### config.mk
export PLATFORM = sky130hd
export DESIGN_NAME = distributed_lock_negotiator_core
export DESIGN_NICKNAME = d
export VERILOG_FILES = /design/src/hdl/dln_pkg.sv /design/src/hdl/dln_in_stage.sv /design/src/hdl/dln_engine.sv /design/src/hdl/distributed_lock_negotiator_core.sv
export VERILOG_INCLUDE_DIRS = /design/src /design/src/hdl
export SDC_FILE = /design/constraint.sdc
export NUM_CORES = 1
export LEC_CHECK = 0
export BUFFER_PORTS_ARGS = -buffer_cell sky130_fd_sc_hd__buf_2
export CAP_MARGIN = 15
export CORE_MARGIN = 5
export CORE_UTILIZATION = 30
export CTS_BUF_LIST = sky130_fd_sc_hd__clkbuf_8
export DETAILED_ROUTE_END_ITERATION = 8
export GPL_ROUTABILITY_DRIVEN = 1
export PLACE_DENSITY = 0.56
export SLEW_MARGIN = 5
export SYNTH_ARGS = -nofsm -noshare
export SYNTH_HDL_FRONTEND = slang
export SYNTH_SLANG_ARGS = --single-unit
export TNS_END_PERCENT = 5
### constraint.sdc
create_clock -name clk -period 2.8 [get_ports clk]
set_input_delay 0.28 -clock clk [delete_from_list [all_inputs] [get_ports clk]]
set_output_delay 0.28 -clock clk [all_outputs]
set_load 0.02 [all_outputs]
### src/hdl/distributed_lock_negotiator_core_defines.svh
// Assertion helpers for the lock negotiator engine RTL.
`ifndef DISTRIBUTED_LOCK_NEGOTIATOR_CORE_DEFINES_SVH
`define DISTRIBUTED_LOCK_NEGOTIATOR_CORE_DEFINES_SVH

// Same-cycle implication, checked outside reset.
`define DLN_ASSERT_NOW(label, clk, rst, ante, cons, msg) \
  label: assert property (@(posedge clk) disable iff (rst) (ante) |-> (cons)) \
    else $error(msg);

// Next-cycle implication, checked outside reset.
`define DLN_ASSERT_NEXT(label, clk, rst, ante, cons, msg) \
  label: assert property (@(posedge clk) disable iff (rst) (ante) |=> (cons)) \
    else $error(msg);

`endif

### src/hdl/dln_pkg.sv
package dln_pkg;

  // Width of host ids on the ports and in the tie-break compare.
  localparam int REMOTE_ID_W   = 32;
  localparam int HOST_ID_WIDTH = 32;
  localparam int ID_W = (HOST_ID_WIDTH < REMOTE_ID_W) ? HOST_ID_WIDTH : REMOTE_ID_W;
  localparam int PEER_CNT_W    = 8;
  localparam int CFG_IDX_W     = 1;
  localparam int CFG_DATA_W    = 32;

  // Configuration register indexes
  localparam logic [CFG_IDX_W-1:0] CFG_MY_HOST_ID       = 1'b0;
  localparam logic [CFG_IDX_W-1:0] CFG_NUM_REMOTE_HOSTS = 1'b1;

  // Event codes
  localparam logic [2:0] REQ_ACQUIRE       = 3'd0;
  localparam logic [2:0] REQ_RELEASE       = 3'd1;
  localparam logic [2:0] REQ_REPLY         = 3'd2;
  localparam logic [2:0] REQ_REMOTE_LOCK   = 3'd3;
  localparam logic [2:0] REQ_REMOTE_UNLOCK = 3'd4;
  localparam logic [2:0] REQ_HOST_DIED     = 3'd5;
  localparam logic [2:0] REQ_SETTLE        = 3'd6;

  // Status codes
  localparam logic [2:0] ST_DONE       = 3'd0;
  localparam logic [2:0] ST_GRANTED    = 3'd1;
  localparam logic [2:0] ST_WAITING    = 3'd2;
  localparam logic [2:0] ST_BUSY       = 3'd3;
  localparam logic [2:0] ST_RECOVERING = 3'd4;
  localparam logic [2:0] ST_IGNORED    = 3'd5;

  // Answers to a remote lock request
  localparam logic [1:0] RC_OK   = 2'd0;
  localparam logic [1:0] RC_PRIO = 2'd1;
  localparam logic [1:0] RC_NONE = 2'd2;
  localparam logic [1:0] RC_NA   = 2'd3;

  typedef struct packed {
    logic [2:0]             req_type;
    logic [REMOTE_ID_W-1:0] remote_host_id;
  } dln_cmd_t;

  typedef struct packed {
    logic [2:0]             status;
    logic [1:0]             reply_code;
    logic                   send_want_lock;
    logic                   send_unlock;
    logic                   reply_underflow;
    logic [2:0]             lock_state_out;
    logic [REMOTE_ID_W-1:0] holder_id_out;
  } dln_result_t;

  typedef struct packed {
    logic [CFG_DATA_W-1:0] my_host_id;
    logic [PEER_CNT_W-1:0] num_remote_hosts;
  } dln_cfg_t;

endpackage

### src/hdl/dln_in_stage.sv
module dln_in_stage (
  input  logic              clk,
  input  logic              rst,
  input  logic              take,
  input  dln_pkg::dln_cmd_t cmd,
  output logic              in_valid,
  output dln_pkg::dln_cmd_t in_cmd
);
  import dln_pkg::*;

  // Capture one transaction per cycle.
  always_ff @(posedge clk) begin
    if (rst) begin
      in_valid <= 1'b0;
    end else begin
      in_valid <= take;
    end
    if (take) begin
      in_cmd <= cmd;
    end
  end

endmodule

### src/hdl/dln_engine.sv
`include "distributed_lock_negotiator_core_defines.svh"

module dln_engine (
  input  logic                 clk,
  input  logic                 rst,
  input  dln_pkg::dln_cfg_t    cfg,
  input  logic                 in_valid,
  input  dln_pkg::dln_cmd_t    in_cmd,
  output logic                 done,
  output dln_pkg::dln_result_t result
);
  import dln_pkg::*;

  typedef enum logic [2:0] {
    LS_NONE    = 3'd0,
    LS_SETTING = 3'd1,
    LS_LOCAL   = 3'd2,
    LS_REMOTE  = 3'd3,
    LS_RECOVER = 3'd4
  } lock_state_t;

  lock_state_t           lock_state, lock_state_next;
  logic [PEER_CNT_W-1:0] pending, pending_next;
  logic [ID_W-1:0]       holder, holder_next;
  dln_result_t           result_next;

  logic [ID_W-1:0] rid;
  logic [ID_W-1:0] mine;
  logic            no_peers;
  logic            no_pending;

  assign rid        = in_cmd.remote_host_id[ID_W-1:0];
  assign mine       = cfg.my_host_id[ID_W-1:0];
  assign no_peers   = (cfg.num_remote_hosts == '0);
  assign no_pending = (pending == '0);

  always_comb begin
    lock_state_next = lock_state;
    pending_next    = pending;
    holder_next     = holder;
    result_next.status          = ST_IGNORED;
    result_next.reply_code      = RC_NA;
    result_next.send_want_lock  = 1'b0;
    result_next.send_unlock     = 1'b0;
    result_next.reply_underflow = 1'b0;
    case (in_cmd.req_type)
      REQ_ACQUIRE: begin
        if (no_peers) begin
          result_next.status = ST_GRANTED;
        end else if (lock_state == LS_RECOVER) begin
          result_next.status = ST_RECOVERING;
        end else if (lock_state == LS_SETTING) begin
          if (!no_pending) begin
            result_next.status = ST_WAITING;
          end else begin
            lock_state_next    = LS_LOCAL;
            result_next.status = ST_GRANTED;
          end
        end else if (lock_state == LS_LOCAL || lock_state == LS_REMOTE) begin
          result_next.status = ST_BUSY;
        end else begin
          lock_state_next            = LS_SETTING;
          pending_next               = cfg.num_remote_hosts;
          result_next.send_want_lock = 1'b1;
          result_next.status         = ST_WAITING;
        end
      end
      REQ_RELEASE: begin
        result_next.status = ST_DONE;
        if (!no_peers) begin
          if (lock_state == LS_LOCAL) begin
            lock_state_next = LS_NONE;
          end
          result_next.send_unlock = 1'b1;
        end
      end
      REQ_REPLY: begin
        if (no_pending) begin
          result_next.reply_underflow = 1'b1;
        end else begin
          pending_next       = pending - 1'b1;
          result_next.status = ST_DONE;
        end
      end
      REQ_REMOTE_LOCK: begin
        result_next.status = ST_DONE;
        if (lock_state == LS_SETTING && mine < rid) begin
          // Local host wins the tie-break; the peer's request counts as a reply.
          if (no_pending) begin
            result_next.reply_underflow = 1'b1;
          end else begin
            pending_next = pending - 1'b1;
          end
          result_next.reply_code = RC_PRIO;
        end else if (lock_state == LS_SETTING || lock_state == LS_NONE) begin
          result_next.reply_code = (lock_state == LS_SETTING) ? RC_NONE : RC_OK;
          lock_state_next        = LS_REMOTE;
          holder_next            = rid;
        end else if (lock_state == LS_LOCAL) begin
          result_next.status = ST_BUSY;
        end else if (lock_state == LS_REMOTE) begin
          if (holder != '0 && holder > rid) begin
            holder_next = rid;
          end
          result_next.reply_code = RC_OK;
        end else begin
          result_next.reply_code = RC_OK;
        end
      end
      REQ_REMOTE_UNLOCK: begin
        if (lock_state == LS_REMOTE && holder == rid) begin
          lock_state_next    = LS_NONE;
          holder_next        = '0;
          result_next.status = ST_DONE;
        end
      end
      REQ_HOST_DIED: begin
        if (lock_state == LS_SETTING) begin
          lock_state_next    = LS_RECOVER;
          pending_next       = '0;
          result_next.status = ST_DONE;
        end else if (lock_state == LS_REMOTE && holder == rid) begin
          lock_state_next    = LS_NONE;
          holder_next        = '0;
          result_next.status = ST_DONE;
        end
      end
      REQ_SETTLE: begin
        if (lock_state == LS_RECOVER) begin
          lock_state_next    = LS_NONE;
          result_next.status = ST_DONE;
        end
      end
      default: begin
      end
    endcase
    result_next.lock_state_out = lock_state_next;
    result_next.holder_id_out  = REMOTE_ID_W'(holder_next);
  end

  always_ff @(posedge clk) begin
    if (rst) begin
      lock_state <= LS_NONE;
      pending    <= '0;
      holder     <= '0;
      done       <= 1'b0;
    end else begin
      done <= in_valid;
      if (in_valid) begin
        lock_state <= lock_state_next;
        pending    <= pending_next;
        holder     <= holder_next;
      end
    end
    if (in_valid) begin
      result <= result_next;
    end
  end

  `DLN_ASSERT_NEXT(a_result_follows, clk, rst, in_valid, done, "registered command gave no result")
  `DLN_ASSERT_NOW(a_result_has_cmd, clk, rst, done, $past(in_valid), "result without a command")
  `DLN_ASSERT_NOW(a_holder_only_remote, clk, rst, holder != '0, lock_state == LS_REMOTE, "holder id outside remote state")
  `DLN_ASSERT_NOW(a_want_sets_setting, clk, rst, done && result.send_want_lock, result.lock_state_out == 3'(LS_SETTING) && lock_state == LS_SETTING, "lock broadcast without setting state")
  `DLN_ASSERT_NOW(a_underflow_zero, clk, rst, done && result.reply_underflow, pending == '0, "reply count moved on underflow")

endmodule

### src/hdl/distributed_lock_negotiator_core.sv
// Channel | Ports                          | Handshake
// --------+--------------------------------+-----------------------------------------
// command | start, busy, cmd               | taken at an edge with start high, busy low
// result  | done, result                   | one-cycle strobe, no back-pressure
// config  | cfg_we, cfg_idx, cfg_wdata     | written at an edge with cfg_we high
//
// One event per cycle: the command register feeds a single pass of compare
// and update logic into the state and result registers, and done rises
// together with the registered result; busy is always low.
// Synchronous active-high reset clears the lock state, reply count, holder id
// and both configuration registers. The receiver cannot stall the result.
// Write configuration only while no transaction is in flight.
module distributed_lock_negotiator_core (
  input  logic                             clk,
  input  logic                             rst,
  input  logic                             start,
  output logic                             busy,
  input  dln_pkg::dln_cmd_t                cmd,
  output logic                             done,
  output dln_pkg::dln_result_t             result,
  input  logic                             cfg_we,
  input  logic [dln_pkg::CFG_IDX_W-1:0]    cfg_idx,
  input  logic [dln_pkg::CFG_DATA_W-1:0]   cfg_wdata
);
  import dln_pkg::*;

  dln_cfg_t cfg;
  logic     in_valid;
  dln_cmd_t in_cmd;

  // The event pass never stalls, so never hold off a command.
  assign busy = 1'b0;

  // Configuration registers: plain write port, no read-back.
  always_ff @(posedge clk) begin
    if (rst) begin
      cfg.my_host_id       <= '0;
      cfg.num_remote_hosts <= '0;
    end else if (cfg_we) begin
      case (cfg_idx)
        CFG_MY_HOST_ID:       cfg.my_host_id       <= cfg_wdata;
        CFG_NUM_REMOTE_HOSTS: cfg.num_remote_hosts <= cfg_wdata[PEER_CNT_W-1:0];
        default: begin
        end
      endcase
    end
  end

  // Register the incoming transaction.
  dln_in_stage u_in_stage (
    .clk      (clk),
    .rst      (rst),
    .take     (start && !busy),
    .cmd      (cmd),
    .in_valid (in_valid),
    .in_cmd   (in_cmd)
  );

  // Advance the lock state and build the result transaction.
  dln_engine u_engine (
    .clk      (clk),
    .rst      (rst),
    .cfg      (cfg),
    .in_valid (in_valid),
    .in_cmd   (in_cmd),
    .done     (done),
    .result   (result)
  );

endmodule

# Yosys cells after proc, flatten, opt, wreduce, memory -nomap -nowiden
# Cells that the tools add are included.
# word_totals
ff_bits,163
latchBits,0
ramBits,0
romBits,0
out_inout_bits,45
n_memories,0
# classes
add_sub_neg,1
mul,0
n_div,0
magnitude_cmp,2
eq_ne,17
shifts,0
muxes,51
bitwise_logic,3
reduce_logical,16
# ops
op,count
32-bit two-way mux,7
32-bit one-hot mux with 3 select lines,1
3-bit two-way mux,20
8-bit two-way mux,7
32-bit == test,1
32-bit > comparator,1
32-bit less-than comparator,1
8-bit one-hot mux with 4 select lines,1
32-bit nonzero test,1
3-bit one-hot mux with 7 select lines,1
3-bit one-hot mux with 6 select lines,1
8-bit zero test,2
2-bit two-way mux,7
"3-bit by 2-bit == test with 1-bit output, second input constant",4
"3-bit == test, second input constant",4
"2-bit != test, second input constant",4
8-bit AND reduction,1
"8-bit by 1-bit subtractor with 8-bit output, second input constant",1
"3-bit by 1-bit == test with 1-bit output, second input constant",2
3-bit zero test,2
1-bit two-way mux,5
"2-bit by 1-bit != test with 1-bit output, second input constant",2
2-bit AND reduction,2
4-bit nonzero test,1
6 further kinds,11

# Longest topological paths before layout
# depth
depth_word,8
mapped_depth,11
mapped_depth_nobuf,9

# Cells and area by module
# Synthesis repeated with hierarchy kept, for this count alone.
# unflattened
hier_cells,855
hier_area_um2,8876.0
# by_module_without_submodules
module,n_inst,cells_per_inst,area_per_inst_um2,seq_area_each_um2
dln_engine,1,646,6015.8,2172.1
distributed_lock_negotiator_core,1,172,1775.5,800.8
dln_in_stage,1,37,1084.8,1071.0

# Least setup slack after synthesis
# No wires, ideal clock.
# synth_path
kind,register -> register
start,"register, netlist name u_in_stage.in_cmd[23]"
end,"register, netlist name u_engine.result[0]"
setup_ns,0.256
t_arrival_ns,2.187
required_time_ns,2.544
setup_slack_ns,0.357
path_stages_with_launch,10
n_path_buf,1
synth_period_minus_slack_ns,2.443
path_cell_list,edfxtp_1 > inv_1 > ha_1 > nand4_1 > or4_1 > a31oi_2 > o21bai_2 > o21a_1 > buf_2 > a22o_1
# synth_via
elab_chain_len,8
# synth_rtl
item,line_no,text
32-bit > comparator,dln_engine.sv:102,if (holder != '0 && holder > rid) begin
1-bit logical AND,dln_engine.sv:102,
32-bit two-way mux,dln_engine.sv:102,
32-bit two-way mux,dln_engine.sv:101,end else if (lock_state == LS_REMOTE) begin
32-bit two-way mux,dln_engine.sv:99,end else if (lock_state == LS_LOCAL) begin
32-bit two-way mux,dln_engine.sv:95,end else if (lock_state == LS_SETTING || lock_state == LS_NONE) begin
32-bit two-way mux,dln_engine.sv:87,if (lock_state == LS_SETTING && mine < rid) begin
32-bit one-hot mux with 3 select lines *,dln_engine.sv:46,case (in_cmd.req_type)
net u_engine.holder_next[0],dln_engine.sv:24,"logic [ID_W-1:0] holder, holder_next;"
# The timed path passes the listed nets; every way through them passes the cells marked *.
# A chain may end at the register's enable or synchronous reset.

# Final worst setup path
# layout_path
start,"register, netlist name u_in_stage.in_cmd[7]"
end,"register, netlist name u_engine.result[16]"
# layout_via
elab_chain_len,8
# layout_rtl
item,line_no
32-bit > comparator,dln_engine.sv:102
1-bit logical AND,dln_engine.sv:102
32-bit two-way mux,dln_engine.sv:102
32-bit two-way mux,dln_engine.sv:101
32-bit two-way mux,dln_engine.sv:99
32-bit two-way mux,dln_engine.sv:95
32-bit two-way mux,dln_engine.sv:87
32-bit one-hot mux with 3 select lines *,dln_engine.sv:46
net u_engine.holder_next[16],dln_engine.sv:24
# Marked as above.

==> results.json <==
{
  "status": "completed",
  "ff2ff_path_depth": 10,
  "p_sw_share_pct": 31.82,
  "final_util_pct": 38.89,
  "path_class": "reg -> reg",
  "insertion_delay_ns": 0.48,
  "htreeDepth": 4,
  "yosys_warnings": 0,
  "io_buffer_count": 115,
  "die_h_um": 177.0,
  "worstHoldPathType": "in -> reg",
  "via_per_inst": 4.997,
  "grt_pass1_vias": 7069,
  "max_freq_mhz": 362.9,
  "fp.coreArea_sq_um": 27630,
  "path_clk_slew_ns": 0.12,
  "slew_headroom_pct": 47.74,
  "synth_cell_types": 62,
  "io_pins": 117,
  "setup.worst_path.end": "u_engine.result[16]",
  "finalCritPeriodShare_pct": 98.41,
  "cp_data_arrival_time_ns": 2.99,
  "p_comb_share_pct": 18.2,
  "clock-sinks": 163,
  "synthCells": 862,
  "power.share.clock_pct": 32.1,
  "synth_seq_area_share_pct": 48.34,
  "cp_max_fo": 19,
  "dpl.hpwl_um": 18680,
  "hold-path-cell-count": 3,
  "initial_core_util_pct": 30.28,
  "required_ns": 3.03,
  "grt_pass1_wl_um": 39710,
  "synth_largest_area_cell": "edfxtp_1",
  "nets": 1200,
  "cts-root-buf": "clkbuf_8",
  "power_leakage_nw": 4.353,
  "seq_area_sq_um": 4048,
  "ys_ff_latch": 163,
  "drcViolationCount": 0,
  "numCtsBuffers": 17,
  "die_w_um": 177.0,
  "clock_skew_ns": 0.02488,
  "ys_async_sr_fraction_pct": 0,
  "worstPathCellList": "inv_1 -> ha_1 -> nand2_1 -> nor4_1 -> a32oi_1 -> a31oi_4 -> o21bai_4 -> o21a_4 -> buf_12 -> a22o_1",
  "drt_iter0_markers": 456,
  "rows": 61,
  "max_cap_violations": 0,
  "powerDensity_nw_per_um2": 511.3,
  "wire_per_inst_um": 17.55,
  "antennaDiodeCount": 0,
  "max-clock-path-buffers": 2,
  "synthToLayoutAreaGrowth_pct": 28.45,
  "grt_usage_pct": 16.20,
  "overflow": 0,
  "setup_tns_ns": 0,
  "rsz0062_at_grt": "true",
  "hold_viol_final": 0,
  "cp_slowest_stage_delay_ns": 0.41,
  "dominantRegCellSynth": "dfxtp_1",
  "worst_slew_pin_slew_ns": 0.7768,
  "min_period_ns": 2.755,
  "die_area_sq_um": 31330,
  "vias": 7270,
  "cp-end-kind": "flop",
  "startpoint": "u_in_stage.in_cmd[7]",
  "drt_pre_antenna_iters": 5,
  "mostFrequentLayoutCells": "buf_2 (114), nand2_1 (105), a21oi_1 (86)",
  "design_power_total_mw": 5.494,
  "synth_area_leaders": "edfxtp_1 (28%), dfxtp_1 (20%), ha_1 (9.6%), a21oi_1 (5.1%), nand2_1 (4.7%)",
  "peakVddDrop_mv": 0.3254,
  "r2r_end": "u_engine.result[16]",
  "syn_nets": 998,
  "rr_startpoint": "u_in_stage.in_cmd[7]",
  "synth_top_area_share_pct": 28.00,
  "power_frac_seq_pct": 49.7,
  "drt_wl_total_um": 25540,
  "fillers": 2820,
  "place_congestion": 0.8609,
  "grt_start_max_net_pins": 57,
  "rrSetupSlack_ns": 0.04,
  "syn_area_sq_um": 8366,
  "final_common_cell": "buf_2",
  "avgSynthCellArea_sq_um": 9.705,
  "cts_tree": "yes",
  "slowest_stage": "edfxtp_1",
  "synth-edff-count": 78,
  "cp-start-kind": "flop",
  "power_switching_mw": 1.748,
  "slew_viol_final": 0,
  "antenna_found_initial": 0,
  "drtAntennaViolNets": 0,
  "multi_input_area_sq_um": 4034,
  "drive_gt1_share_pct": 23.12,
  "internal_power_mw": 3.746,
  "setup_violations": 0
}
worst min path at each step:
| stage | from | to | slack, ns |
|---|---|---|---|
| after global routing | cfg_wdata[31] | cfg[39] | 0.003 |
| after global placement | u_engine.pending[6] | u_engine.pending[6] | 0.45 |
| after floorplan | cmd[0] | u_in_stage.in_cmd[0] | 0.38 |
| after CTS | cfg_wdata[23] | cfg[31] | 0.0007 |
| final | cfg_wdata[23] | cfg[31] | 0.03 |
| after detailed placement | cfg[33] | cfg[33] | 0.46 |
Yosys cell counts (2+ instances only):
| library cell | n |
|---|---|
| a2111oi_1 | 2 |
| a211o_1 | 2 |
| a211oi_1 | 6 |
| a21o_1 | 3 |
| a21oi_1 | 86 |
| a22o_1 | 32 |
| a22oi_1 | 3 |
| a311oi_1 | 3 |
| a31oi_1 | 37 |
| a32o_1 | 2 |
| and2_1 | 2 |
| and3b_1 | 2 |
| buf_2 | 7 |
| buf_4 | 2 |
| buf_6 | 4 |
| clkbuf_1 | 41 |
| dfxtp_1 | 85 |
| edfxtp_1 | 78 |
| ha_1 | 64 |
| inv_1 | 39 |
| nand2_1 | 105 |
| nand2b_1 | 35 |
| nand3_1 | 15 |
| nand3b_1 | 2 |
| nand4_1 | 15 |
| nor2_1 | 30 |
| nor2b_1 | 8 |
| nor3_1 | 7 |
| nor3b_1 | 32 |
| nor4_1 | 13 |
| o211ai_1 | 3 |
| o21a_1 | 3 |
| o21ai_0 | 16 |
| o21ai_1 | 38 |
| o21ba_2 | 2 |
| o22ai_1 | 2 |
| o311ai_1 | 2 |
| o31ai_1 | 5 |
| xnor2_1 | 5 |
| xor2_1 | 2 |
routing by layer:
layer / GRT usage [%] / wire, um
met5: 0 / 0
met4: 4.771 / 521
met2: 25.64 / 11830
met1: 22.54 / 11980
met3: 3.204 / 1211
stage by stage:
step                hold slack (ns)  setup WS (ns)  area, sq um  cells
floorplan                    0.3789         0.3571         8366    862
global placement             0.4514        -0.2289         9796   1380
detailed placement           0.4563        -0.2523         9796   1380
CTS                       0.0007420      0.0004072        10670   1452
global route               0.003246       -0.03656        10750   1455
finish                      0.02605        0.04465        10750   1455
registers in the layout, summed over array words and instances (netlist names):
name / cells
u_engine.result: 43
cfg: 40
u_in_stage.in_cmd: 35
u_engine.holder: 32
u_engine.pending: 8
u_engine.lock_state: 3
u_engine.done: 1
u_in_stage.in_valid: 1
worst max-delay path, delay by kind of cell, from the launching register on:
| family | cells | cell delay, ns |
|---|---|---|
| flip-flops | 1 | 0.41 |
| AND/OR/NAND/NOR | 2 | 0.46 |
| adder cells (fa/ha/maj) | 1 | 0.30 |
| buffers and inverters | 2 | 0.26 |
| AO/OA/AOI/OAI | 5 | 1.09 |
cell families after synthesis:
| logic type | after synthesis | synth area share [%] |
|---|---|---|
| compound gates | 258 | 19.44 |
| xor+xnor | 7 | 0.7329 |
| fa+ha+maj | 64 | 9.572 |
| buf+inv | 93 | 4.726 |
| flops | 163 | 48.34 |
| mux | 1 | 0.1197 |
| other cells | 1 | 0.04483 |
| simple gates | 275 | 17.02 |
power groups by stage:
stage	clock, mW	sequential, mW	combinational (mW)
6_report	1.76	2.73	0.998
3_3_place_gp	0	2.78	0.907
5_1_grt	1.93	2.75	1.10
4_1_cts	1.82	2.73	0.986
2_1_floorplan	0	2.80	0.502
3_5_place_dp	0	2.79	0.917
area by class of cell:
cell class	instances	share of cell area (%)
clock inverters	15	1.712
well taps	378	4.401
flip-flops and latches	163	37.67
repair buffers	236	15.14
inverters	39	1.362
clock buffers	17	2.177
multi-input cells	607	37.54
repair_timing:
item,CTS,global route
setup buffers,3,1
pin swaps,3,13
endpoints found under the hold margin,36,2
endpoints found under the setup margin,43,68
hold buffers,36,2
gates cloned,1,0
gates resized for setup,12,9
(Power assumes the default switching activity.)
